===== config.mk =====
export PLATFORM = sky130hd
export DESIGN_NAME = scanning_range_follow_controller
export DESIGN_NICKNAME = d
export VERILOG_FILES = /design/src/rtl/srfc_pkg.sv /design/src/rtl/srfc_step.sv /design/src/rtl/scanning_range_follow_controller.sv
export SDC_FILE = /design/constraint.sdc
export NUM_CORES = 1
export LEC_CHECK = 0
export BUFFER_PORTS_ARGS = -buffer_cell sky130_fd_sc_hd__buf_2
export CELL_PAD_IN_SITES_DETAIL_PLACEMENT = 2
export CELL_PAD_IN_SITES_GLOBAL_PLACEMENT = 2
export CORE_MARGIN = 1.5
export CORE_UTILIZATION = 34
export CTS_BUF_LIST = sky130_fd_sc_hd__clkbuf_8
export DETAILED_ROUTE_END_ITERATION = 10
export PLACE_DENSITY_LB_ADDON = 0.1
export RECOVER_POWER = 25
export SKIP_LAST_GASP = 1
export SYNTH_ARGS = -nofsm -noshare
export SYNTH_HDL_FRONTEND = slang
export SYNTH_HIERARCHICAL = 1
export SYNTH_SLANG_ARGS = --single-unit
export TNS_END_PERCENT = 10

===== constraint.sdc =====
create_clock -name clk -period 5.55 [get_ports clk]
set_input_delay 1.3875 -clock clk [delete_from_list [all_inputs] [get_ports clk]]
set_output_delay 1.3875 -clock clk [all_outputs]
set_load 0.02 [all_outputs]

===== src/rtl/srfc_pkg.sv =====
// ----------------------------------------------------------------------------
// srfc_pkg
// types, register indexes and helpers shared by the range follow controller
// ----------------------------------------------------------------------------
package srfc_pkg;

  localparam int unsigned DutyMax      = 100;
  localparam int unsigned GoDistance   = 150;
  localparam logic [8:0]  SweepMinInit = 9'd511;

  localparam int unsigned InDataW  = 32;
  localparam int unsigned OutDataW = 32;
  localparam int unsigned CfgIdxW  = 3;
  localparam int unsigned CfgDataW = 15;

  typedef enum logic [CfgIdxW-1:0] {
    REG_BASE_SPEED    = 3'd0,
    REG_TURN_BOOST    = 3'd1,
    REG_NEAR_LIMIT    = 3'd2,
    REG_FAR_LIMIT     = 3'd3,
    REG_ANGLE_LIMIT   = 3'd4,
    REG_HEAD_SPEED    = 3'd5,
    REG_SPIN_SPEED    = 3'd6,
    REG_STOP_DISTANCE = 3'd7
  } reg_idx_t;

  typedef enum logic [1:0] {
    CLS_IN_RANGE  = 2'd0,
    CLS_TOO_FAR   = 2'd1,
    CLS_TOO_CLOSE = 2'd2
  } range_cls_t;

  typedef struct packed {
    logic [6:0]  base_speed;
    logic [6:0]  turn_boost;
    logic [7:0]  near_limit;
    logic [7:0]  far_limit;
    logic [14:0] angle_limit;
    logic [6:0]  head_speed;
    logic [6:0]  spin_speed;
    logic [7:0]  stop_distance;
  } cfg_t;

  typedef struct packed {
    logic [8:0]         sweep_min;
    logic signed [15:0] angle_at_min;
    logic               reversing;
    logic               head_dir_neg;
    logic               touch_prev;
    logic               enable_flag;
    logic signed [7:0]  left_set;
    logic signed [7:0]  right_set;
    logic signed [7:0]  head_set;
    logic               run_flag;
  } ctl_state_t;

  typedef struct packed {
    logic [7:0]         range_cm;
    logic signed [15:0] head_angle;
    logic               touch_level;
  } sample_t;

  typedef struct packed {
    logic signed [7:0] left_duty;
    logic signed [7:0] right_duty;
    logic signed [7:0] head_duty;
    logic              wheels_running;
    logic              enabled;
    range_cls_t        range_class;
  } result_t;

  // saturate a non-negative duty at the upper limit
  function automatic logic signed [7:0] clamp_pos(input logic [7:0] v);
    if (v > 8'(DutyMax)) begin
      return 8'(DutyMax);
    end
    return v;
  endfunction

endpackage


===== src/rtl/srfc_step.sv =====
// ----------------------------------------------------------------------------
// srfc_step
// per-sample update of sweep minimum, head reversal, wheel duties, run flag and enable
// ----------------------------------------------------------------------------
module srfc_step (
  input  srfc_pkg::cfg_t       cfg,
  input  srfc_pkg::ctl_state_t cur,
  input  srfc_pkg::sample_t    smp,
  output srfc_pkg::ctl_state_t nxt,
  output srfc_pkg::result_t    res
);
  import srfc_pkg::*;

  logic [15:0] mag;
  logic [8:0]  min_new;
  logic signed [15:0] amin_new;
  range_cls_t  cls;
  logic        en_new;
  logic        past_limit;
  logic        back_inside;
  logic        head_neg_new;
  logic [7:0]  boosted;
  logic        run_ok;

  assign mag = smp.head_angle[15] ? 16'(-smp.head_angle) : smp.head_angle;
  assign past_limit = mag > {1'b0, cfg.angle_limit};
  assign back_inside = !past_limit && cur.reversing;
  assign boosted = {1'b0, cfg.base_speed} + {1'b0, cfg.turn_boost};
  assign en_new = cur.enable_flag ^ (smp.touch_level && !cur.touch_prev);
  assign head_neg_new = !cur.head_dir_neg;
  assign run_ok = en_new && (smp.range_cm > cfg.stop_distance);

  always_comb begin
    if ({1'b0, smp.range_cm} < cur.sweep_min) begin
      min_new  = {1'b0, smp.range_cm};
      amin_new = smp.head_angle;
    end else begin
      min_new  = cur.sweep_min;
      amin_new = cur.angle_at_min;
    end
  end

  always_comb begin
    priority if (min_new > {1'b0, cfg.far_limit}) begin
      cls = CLS_TOO_FAR;
    end else if (min_new < {1'b0, cfg.near_limit}) begin
      cls = CLS_TOO_CLOSE;
    end else begin
      cls = CLS_IN_RANGE;
    end
  end

  always_comb begin
    nxt              = cur;
    nxt.sweep_min    = min_new;
    nxt.angle_at_min = amin_new;
    nxt.touch_prev   = smp.touch_level;
    nxt.enable_flag  = en_new;

    if (past_limit && !cur.reversing) begin
      nxt.reversing    = 1'b1;
      nxt.head_dir_neg = head_neg_new;
      nxt.head_set     = head_neg_new ? -$signed({1'b0, cfg.head_speed})
                                      : $signed({1'b0, cfg.head_speed});
    end

    // sweep finished: steer by the class of its minimum
    if (back_inside) begin
      unique case (cls)
        CLS_IN_RANGE: begin
          if (amin_new > 16'sd0) begin
            nxt.right_set = clamp_pos({1'b0, cfg.base_speed});
            nxt.left_set  = clamp_pos(boosted);
          end else begin
            nxt.left_set  = clamp_pos({1'b0, cfg.base_speed});
            nxt.right_set = clamp_pos(boosted);
          end
        end
        CLS_TOO_CLOSE: begin
          nxt.left_set  = '0;
          nxt.right_set = '0;
        end
        default: begin
          nxt.right_set = clamp_pos({1'b0, cfg.spin_speed});
          nxt.left_set  = -clamp_pos({1'b0, cfg.spin_speed});
        end
      endcase
      nxt.reversing = 1'b0;
      nxt.sweep_min = SweepMinInit;
    end

    if (run_ok) begin
      if (smp.range_cm < 8'(GoDistance)) begin
        nxt.run_flag = 1'b1;
      end
    end else begin
      nxt.run_flag  = 1'b0;
      nxt.left_set  = '0;
      nxt.right_set = '0;
    end
  end

  always_comb begin
    res.left_duty      = nxt.left_set;
    res.right_duty     = nxt.right_set;
    res.head_duty      = nxt.head_set;
    res.wheels_running = nxt.run_flag;
    res.enabled        = nxt.enable_flag;
    res.range_class    = cls;
  end

endmodule


===== src/rtl/scanning_range_follow_controller.sv =====
// ----------------------------------------------------------------------------
// scanning_range_follow_controller
// follows the nearest object seen by a sweeping range head
// ----------------------------------------------------------------------------
//  channel  direction  contents
//  in_      slave      range sample, head angle, touch level
//  out_     master     wheel and head duties, run, enable, range class
//  cfg_     write      eight setup registers, index 0 to 7
//
//  one sample per cycle while out_tready allows; each sample is captured in the
//  input register and its result is then registered in the output register
//  the throughput limit is the single state update per sample
//  synchronous active-low reset restores register defaults and controller state
//  out_tready low stalls the output register; the input side keeps one sample
// ----------------------------------------------------------------------------
module scanning_range_follow_controller (
  input  logic                            clk,
  input  logic                            rst_n,
  input  logic                            in_tvalid,
  output logic                            in_tready,
  // range_cm[7:0], head_angle[23:8], touch_level[24], zero [31:25]
  input  logic [srfc_pkg::InDataW-1:0]    in_tdata,
  output logic                            out_tvalid,
  input  logic                            out_tready,
  // left_duty[7:0], right_duty[15:8], head_duty[23:16], wheels_running[24],
  // enabled[25], range_class[27:26], zero [31:28]
  output logic [srfc_pkg::OutDataW-1:0]   out_tdata,
  input  logic                            cfg_we,
  input  logic [srfc_pkg::CfgIdxW-1:0]    cfg_index,
  input  logic [srfc_pkg::CfgDataW-1:0]   cfg_wdata
);
  import srfc_pkg::*;

  cfg_t       cfg_r;
  ctl_state_t st_r;
  ctl_state_t st_nxt;
  sample_t    smp_r;
  logic       smp_valid_r;
  result_t    res_nxt;
  result_t    res_r;
  logic       out_valid_r;
  logic       step_go;

  assign step_go   = smp_valid_r && (!out_valid_r || out_tready);
  assign in_tready = !smp_valid_r || step_go;

  srfc_step u_step (
    .cfg (cfg_r),
    .cur (st_r),
    .smp (smp_r),
    .nxt (st_nxt),
    .res (res_nxt)
  );

  always_ff @(posedge clk) begin
    if (!rst_n) begin
      cfg_r.base_speed    <= 7'd30;
      cfg_r.turn_boost    <= 7'd40;
      cfg_r.near_limit    <= 8'd10;
      cfg_r.far_limit     <= 8'd200;
      cfg_r.angle_limit   <= 15'd90;
      cfg_r.head_speed    <= 7'd50;
      cfg_r.spin_speed    <= 7'd70;
      cfg_r.stop_distance <= 8'd20;
    end else if (cfg_we) begin
      unique case (reg_idx_t'(cfg_index))
        REG_BASE_SPEED:    cfg_r.base_speed    <= cfg_wdata[6:0];
        REG_TURN_BOOST:    cfg_r.turn_boost    <= cfg_wdata[6:0];
        REG_NEAR_LIMIT:    cfg_r.near_limit    <= cfg_wdata[7:0];
        REG_FAR_LIMIT:     cfg_r.far_limit     <= cfg_wdata[7:0];
        REG_ANGLE_LIMIT:   cfg_r.angle_limit   <= cfg_wdata[14:0];
        REG_HEAD_SPEED:    cfg_r.head_speed    <= cfg_wdata[6:0];
        REG_SPIN_SPEED:    cfg_r.spin_speed    <= cfg_wdata[6:0];
        REG_STOP_DISTANCE: cfg_r.stop_distance <= cfg_wdata[7:0];
        default: ;
      endcase
    end
  end

  always_ff @(posedge clk) begin
    if (!rst_n) begin
      st_r.sweep_min    <= SweepMinInit;
      st_r.angle_at_min <= '0;
      st_r.reversing    <= 1'b0;
      st_r.head_dir_neg <= 1'b0;
      st_r.touch_prev   <= 1'b0;
      st_r.enable_flag  <= 1'b0;
      st_r.left_set     <= 8'sd30;
      st_r.right_set    <= 8'sd30;
      st_r.head_set     <= 8'sd50;
      st_r.run_flag     <= 1'b0;
    end else if (step_go) begin
      st_r <= st_nxt;
    end
  end

  always_ff @(posedge clk) begin
    if (!rst_n) begin
      smp_valid_r <= 1'b0;
      out_valid_r <= 1'b0;
    end else begin
      if (in_tready) begin
        smp_valid_r <= in_tvalid;
      end
      if (step_go) begin
        out_valid_r <= 1'b1;
      end else if (out_tready) begin
        out_valid_r <= 1'b0;
      end
    end
  end

  always_ff @(posedge clk) begin
    if (in_tvalid && in_tready) begin
      smp_r.range_cm    <= in_tdata[7:0];
      smp_r.head_angle  <= in_tdata[23:8];
      smp_r.touch_level <= in_tdata[24];
    end
    if (step_go) begin
      res_r <= res_nxt;
    end
  end

  assign out_tvalid = out_valid_r;
  assign out_tdata  = {4'b0000, res_r.range_class, res_r.enabled, res_r.wheels_running,
                       res_r.head_duty, res_r.right_duty, res_r.left_duty};

endmodule


==> results of run 1 <==
## synth_stat cells (all sizes together) (3+ instances only)
cell type / number / area, um^2
nand2: 147 / 551.8
dfxtp: 123 / 2462
o21ai: 93 / 465.5
inv: 75 / 281.5
mux2i: 62 / 633.1
nand3: 60 / 305.3
ha: 55 / 688.2
buf: 54 / 366.6
edfxtp: 53 / 1592
clkbuf: 32 / 131.4
a21oi: 28 / 143.9
mux2: 26 / 296.5
nor2: 24 / 97.59
o311ai: 22 / 192.7
xnor2: 16 / 140.1
or2: 13 / 81.33
xor2: 12 / 105.1
a211oi: 10 / 75.07
nand2b: 8 / 50.05
nand4: 8 / 50.05
o211ai: 8 / 65.06
a31oi: 7 / 50.05
nor3: 7 / 35.03
a21o: 5 / 37.54
and2: 5 / 31.28
nor2b: 5 / 31.28
o21a: 5 / 37.54
nand4b: 4 / 35.03
nor3b: 4 / 30.03
nor4: 4 / 40.04
o2111a: 4 / 45.04
o31ai: 4 / 43.79
nand4bb: 3 / 33.78
o2111ai: 3 / 26.28
o221ai: 3 / 26.28
or4: 3 / 30.03
## cell usage in the layout (no fill, tap or decap), types with 4 or more instances in the layout
cell type / count
nand2_1: 147
dfxtp_1: 123
o21ai_0: 93
buf_2: 75
inv_1: 74
mux2i_1: 61
nand3_1: 59
ha_1: 55
edfxtp_1: 53
a21oi_1: 27
mux2_2: 25
nor2_1: 24
o311ai_0: 19
clkbuf_8: 18
xnor2_1: 16
or2_2: 13
xor2_1: 12
buf_4: 10
a211oi_1: 10
nand4_1: 8
nand2b_1: 8
o211ai_1: 7
nor3_1: 7
a31oi_1: 6
nor2b_1: 5
o21a_1: 5
a21o_1: 5
nand4b_1: 4
conb_1: 4
clkbuf_1: 4
nor3b_1: 4
and2_1: 4
o2111a_1: 4
## registers in the layout, indices dropped and copies added (netlist names)
register,cells
smp_r,25
out_tdata,28
cfg_r,67
st_r,54
out_tvalid,1
smp_valid_r,1
## routing by layer
layer | global-route usage, % | vias to the layer above | share of wire, %
met5 | 0 | - | 0
met4 | 3.547 | 0 | 0.60
met3 | 2.646 | 7 | 2.1
met2 | 33.64 | 80 | 50
met1 | 24.31 | 3664 | 47
li1 | - | 3673 | -
## where the power goes
part           switching [mW]  internal [mW]  leakage [nW]  total (mW)
Combinational           0.295          0.183          2.57       0.479
Clock                   0.542          0.347         0.196       0.889
Sequential             0.0462           1.39          1.52        1.44
## worst max-delay path, stage by stage (launching register included)
cell and delay, ns:
edfxtp_1 0.49, ha_1 0.33, a211oi_1 0.23, o21ai_0 0.18, a2bb2oi_4 0.36, buf_4 0.38, o21ai_0 0.24, ha_1 0.26
nor3_1 0.15, nand2_1 0.09, o211ai_1 0.57, nand2_1 0.21, o31ai_4 0.37, o221ai_1 0.26, a31oi_1 0.27, inv_1 0.06
o311ai_0 0.33
## how the worst min path moves through the flow
stage | startpoint | to | slack [ns] | depth (start not counted)
2_1_floorplan | st_r[26] | st_r[26] | 0.43 | 2
3_3_place_gp | st_r[16] | st_r[16] | 0.44 | 2
3_5_place_dp | st_r[22] | st_r[22] | 0.46 | 2
4_1_cts | st_r[22] | st_r[22] | 0.47 | 2
5_1_grt | st_r[0] | st_r[0] | 0.49 | 2
6_report | st_r[22] | st_r[22] | 0.47 | 2
## cell type report
class / instances / area, um^2 / share of cell area (%)
sequential: 176 / 4054 / 38.71
clock inverter: 14 / 146.4 / 1.398
tap: 378 / 473.0 / 4.517
multi-input combinational: 695 / 4800 / 45.84
inverter: 76 / 285.3 / 2.724
clock buffer: 18 / 247.7 / 2.366
timing repair buffer: 89 / 465.4 / 4.445
## cells by family (layout without fill, tap and decap cells)
group	count (synthesis)	in the layout	share of synthesized area (%)
and+or+nand+nor	303	303	15.23
AOI/OAI and AO/OA	216	216	14.91
DFF	176	176	42.00
buffers and inverters	163	197	8.309
muxes	88	88	9.632
adders and majority gates	56	56	7.337
xor gates and xnor gates	28	28	2.541
other	1	4	0.03885
## per-stage QoR
stage | hold slack, ns | area [um^2] | utilization [%] | cells | setup slack, ns
after global routing | 0.4909 | 10470 | 37.59 | 1446 | 0.09018
after floorplan | 0.4296 | 9663 | - | 1034 | 1.520
after global placement | 0.4408 | 10100 | 36.25 | 1414 | 0.6598
after CTS | 0.4716 | 10490 | 37.67 | 1446 | 0.5438
after detailed placement | 0.4558 | 10100 | 36.25 | 1414 | 0.5773
final | 0.4691 | 10470 | 37.59 | 1446 | 0.6341
==> metrics.md, run 1 <==
| Metric | Value |
|---|---|
| Hold Fails Final Rpt | `0` |
| Cells after Synth | `1,031` |
| Antenna Cells | `0` |
| Synthesized area per cell | `9.362 um^2` |
| DR WL/cell | `18.47 um` |
| Die H | `171.5 um` |
| Final WL | `between 20,000 and 30,000 um` |
| Status | `finished, violations left` |
| Worst Tran Pin Value | `1.835 ns` |
| Port Buffers | `77` |
| Initial core utilization | `between 30% and 40%` |
| Synth warn | `6` |
| Number of synthesized flops with an enable pin | `53` |
| Initial antenna violation count | `0` |
| First-pass GRT wire length | `around 42,000 um` |
| P per Cell Area | `268.1 nW/um^2` |
| Vias in the first global route | `approximately 7.6k` |
| Clock period minus final worst setup slack | `~4.9 ns` |
| Failing checks | `max-capacitance violations, max-slew violations` |
| Mapped Area | `approximately 9700 um^2` |
| Drt pass-1 iters | `4` |
| Crit path to | `st_r[11]` |
| Startpoint Class | `flop` |
| Max Cap Viol | `3` |
| Leak | `4.283 nW` |
| CTS Hold Buffers Added | `0` |
| CTS Root Cell | `clkbuf_8` |
| Worst relative slew slack | `-22.33%` |
| Gpl congestion | `around 0.8` |
| RSZ-0062 raised after global routing | `false` |
| Clock Sink Count | `176` |
| H-tree depth | `4` |
| Row count | `61` |
| Path depth of the worst reg2reg path | `16` |
| Peak supply drop | `0.0001122 V` |
| Die Wd | `171.5 um` |
| CTS tree | `done` |
| DR DRC count | `0` |
| # setup viols final | `0` |
| Fill cells | `around 3.1k` |
| Reg2Reg Setup Slack | `0.63 ns` |
| Worst hold-check path type | `reg -> reg` |
| Post-synthesis register bit count | `176` |
| Total CTS buffers | `17` |
| Vias | `7,424` |
| Setup CP Type | `reg -> reg` |
| Vias per Instance | `5.134` |
| Synth unique cells | `78` |
| Post-CTS sizing | `0` |
| Skew final | `0.02515 ns` |
| Longest Clk Path Bufs | `2` |
| Crit-path max FO | `20` |
| CP required | `5.88 ns` |
| Fin Setup TNS | `0 ns` |
| Ys flop type | `dfxtp_1` |
| Crit end category | `flop` |
| Async S/R FF share, synth | `0%` |
| Total I/O pin count | `89` |
| Design Power | `2.807 mW` |
| Overflow after GRT | `0` |
| Core Area | `27,860 um^2` |
| Share of cells above drive strength 1 | `about 16%` |
| Area grow syn2layout | `8.491%` |
| Post-CTS Setup Bufs | `0` |
| Tcrit/Tclk final | `88.57%` |
| F_max | `~200 MHz` |
| Largest net degree at the start of global routing | `62` |
| Post-DRT Antenna Nets | `0` |
| Worst setup path startpoint | `smp_r[21]` |
| Reg-to-reg startpoint | `smp_r[21]` |
| Clk_lat worst skew | `about 0.47 ns` |
| NumNets Final | `1,166` |
| GR Util All Layers | `18.88%` |
| Die area | `29,410 um^2` |
| Final Max Slew Viols | `89` |
| Reg2reg end | `st_r[11]` |
| Arrival @ worst endpoint | `5.25 ns` |
| Sequential area share after synthesis | `around 42%` |
| Clock transition at the registers of the reported paths | `0.10 ns` |
| Detailed router's first-iteration violation count | `281` |
| HPWL after detailed placement | `19,750 um` |
(Power assumes the default switching activity.)
==> run 2: changes to the inputs <==
Settings changed: CORE_UTILIZATION 34 to 35, CTS_CLUSTER_DIAMETER set to 30.
Clock period 5.55 ns to 4.45 ns, I/O delays scaled along.
==> run 2 against run 1 <==
The flow still finishes with violations (max-capacitance violations, max-slew violations). Final area rose by 3.3%. Global-route usage rose by 1.1 points. Die area fell by 2.8%. Total power rose by 35%. Worst setup slack got worse by 0.43 ns. Critical path depth rose by 1. Largest cell class unchanged. Maximum frequency rose by 16%.
==> metrics.md, run 2 (synthesized netlist as in run 1, its figures left out) <==
| Metric | Value |
|---|---|
| Port Buffers | `77 (unchanged)` |
| Vias | `7,628 (+2.7%)` |
| Area grow syn2layout | `12.07%` |
| DR DRC count | `0 (unchanged)` |
| Failing checks | `max-capacitance violations, max-slew violations` |
| Largest net degree at the start of global routing | `56 (-9.7%)` |
| First-pass GRT wire length | `44,420 um (+5.4%)` |
| HPWL after detailed placement | `20,500 um (+3.8%)` |
| Leak | `4.493 nW (+4.9%)` |
| Hold Fails Final Rpt | `0 (unchanged)` |
| Die Wd | `169.1 um (-1.4%)` |
| P per Cell Area | `349.3 nW/um^2 (+30%)` |
| Part of the power in the clock network | `35.3% (+3.6 points)` |
| Reg2reg end | `st_r[11]` |
| Top reg by flops | `cfg_r` |
| CTS Hold Buffers Added | `0 (unchanged)` |
| Antenna Cells | `0 (unchanged)` |
| Final WL | `27,740 um (+3.9%)` |
| Fill cells | `3,015 (-3.6%)` |
| Placed insts | `1,400 (-0.99%)` |
| Max reg flops | `67 (unchanged)` |
| Gpl congestion | `0.7932 (+1.8%)` |
| Hold endpoint | `st_r[23]` |
| Reg-to-reg startpoint | `smp_r[23]` |
| Total CTS buffers | `17 (unchanged)` |
| Cell Int Power | `2.680 mW (+39%)` |
| Multi-input gate area | `4861 um^2 (+1.3%)` |
| Switching share of power | `29.08% (-2.4 points)` |
| NumNets Final | `1,198 (+2.7%)` |
| Worst path cell trace | `ha_1, a21o_1, a21oi_1, a2bb2oi_4, buf_4, nand2_1, o21ai_0, ha_1, a22oi_1, nand2_1, o211ai_1, nand2_1, o31ai_4, o221ai_1, a31oi_1, inv_1, o311ai_0` |
| Clk_lat worst skew | `0.49 ns (+0.02 ns)` |
| Crit-path max cell delay | `0.43 ns (-0.14 ns)` |
| Final Max Slew Viols | `47 (-47%)` |
| H-tree depth | `4 (unchanged)` |
| Most frequent cells in the layout | `146 x nand2_1, 123 x dfxtp_1, 92 x o21ai_0, 76 x buf_2, 75 x inv_1` |
| CTS tree | `done` |
| CP required | `4.80 ns (-1.08 ns)` |
| Comb pwr share | `17.3% (+0.3 points)` |
| Clock transition at the registers of the reported paths | `0.10 ns (about the same)` |
| # setup viols final | `0 (unchanged)` |
| Clock period minus final worst setup slack | `4.247 ns (-0.6691 ns)` |
| Arrival @ worst endpoint | `4.60 ns (-0.65 ns)` |
| Startpoint Class | `flop` |
| Sum of buffers and inverters on the critical path | `2 (unchanged)` |
| Row count | `60 (-1.6%)` |
| Hold Path Cell Cnt | `2 (unchanged)` |
| Hold path start | `st_r[23]` |
| Overflow after GRT | `0 (unchanged)` |
| Worst path most repeated cell | `nand2_1` |
| F_max | `235.5 MHz (+16%)` |
| Crit-path max FO | `7 (-65%)` |
| Initial antenna violation count | `0 (unchanged)` |
| Clock Sink Count | `176 (unchanged)` |
| Worst relative slew slack | `-50.80% (-28 points)` |
| Total I/O pin count | `89 (unchanged)` |
| Peak supply drop | `0.0001325 V (+18%)` |
| Vias in the first global route | `8,016 (+4.8%)` |
| Net load switching power | `1.099 mW (+24%)` |
| Skew final | `0.03629 ns (+0.01114 ns)` |
| Vias per Instance | `5.294 (+3.1%)` |
| Critical path's slowest cell | `edfxtp_1` |
| Detailed router's first-iteration violation count | `333 (+19%)` |
| Layout Utilization | `40.02% (+2.4 points)` |
| Die area | `28,580 um^2 (-2.8%)` |
| Hold slack | `0.4668 ns (-0.002292 ns)` |
| Flip-flop and latch area | `4054 um^2 (unchanged)` |
| Share of cells above drive strength 1 | `19.55% (+3.5 points)` |
| Path depth of the worst reg2reg path | `17 (+1)` |
| Crit end category | `flop` |
| DR WL/cell | `19.25 um (+4.2%)` |
| Reg2Reg Setup Slack | `0.20 ns (-0.43 ns)` |
| RSZ-0062 raised after global routing | `true` |
| Longest Clk Path Bufs | `2 (unchanged)` |
| Max Cap Viol | `1 (-2)` |
| Status | `finished, violations left` |
| Initial core utilization | `35.71% (+1.1 points)` |
| Top delay family on crit path | `compound AO/OA/AOI/OAI gates` |
| Tcrit/Tclk final | `95.43% (+6.9 points)` |
| Commonest non-fill, non-tap cell in the layout | `nand2_1` |
| Post-route insts no fill | `1,441 (-0.35%)` |
| GR Util All Layers | `19.98% (+1.1 points)` |
| Die H | `169.1 um (-1.4%)` |
| Seq pwr share | `47.4% (-3.9 points)` |
| Setup CP Type | `reg -> reg` |
| Post-DRT Antenna Nets | `0 (unchanged)` |
| CTS Root Cell | `clkbuf_8` |
| Worst hold-check path type | `reg -> reg` |
| Drt pass-1 iters | `4 (unchanged)` |
| Core Area | `27,030 um^2 (-3.0%)` |
| Worst Tran Pin Value | `2.262 ns (+0.4271 ns)` |
## run 2: repair_timing
| action | in CTS | in global routing |
|---|---|---|
| buffers inserted | 0 | 9 |
| setup endpoints to repair | 19 | 36 |
| gates resized for setup | 4 | 11 |
| pin swaps | 0 | 4 |
## run 2: layout make-up
class	count	area share, %
inverters	76	2.684
multi-input cells	695	44.94
clock inverters	15	2.163
clock buffers	17	2.163
repair buffers	121	6.628
well taps	341	3.944
flip-flops and latches	176	37.48
## run 2: power by group through the flow
stage	combinational, mW	clock [mW]	sequential [mW]
detailed placement	0.639	0	1.83
CTS	0.649	1.37	1.79
finish	0.654	1.33	1.79
floorplan	0.455	0	1.83
global placement	0.618	0	1.83
global route	0.726	1.44	1.80
## run 2: stage by stage
stage / cell area (um^2) / setup TNS [ns] / power, mW / setup WS [ns]
after floorplan: 9663 / 0 / 2.286 / 0.4201
after global placement: 10250 / 0 / 2.445 / 0.07871
after detailed placement: 10250 / -0.1910 / 2.468 / -0.06443
after CTS: 10740 / -0.06844 / 3.813 / -0.06061
after global routing: 10820 / -0.05828 / 3.965 / -0.04565
final: 10820 / 0 / 3.779 / 0.2032
## run 2: how the worst max path moves through the flow
stage	start	end	slack, ns	depth (start not counted)
2_1_floorplan	smp_r[21]	st_r[10]	0.42	17
3_3_place_gp	smp_r[5]	st_r[20]	0.08	17
3_5_place_dp	smp_r[5]	st_r[13]	-0.06	17
4_1_cts	smp_r[10]	st_r[20]	-0.06	16
5_1_grt	smp_r[22]	st_r[11]	-0.05	16
6_report	smp_r[23]	st_r[11]	0.20	17
## run 2: worst min-delay path: cells and delay by family, from the launching register on
kind	cells	cell delay [ns]
and+or+nand+nor	1	0.05
muxes	1	0.05
DFF	1	0.32
## run 2: routing by layer
layer / up-vias / global-route usage [%] / routed length (um)
met5: - / 0 / 0
met3: 14 / 2.923 / 581
li1: 3736 / - / -
met4: 0 / 4.810 / 323
met1: 3790 / 26.48 / 13390
met2: 88 / 34.24 / 13450
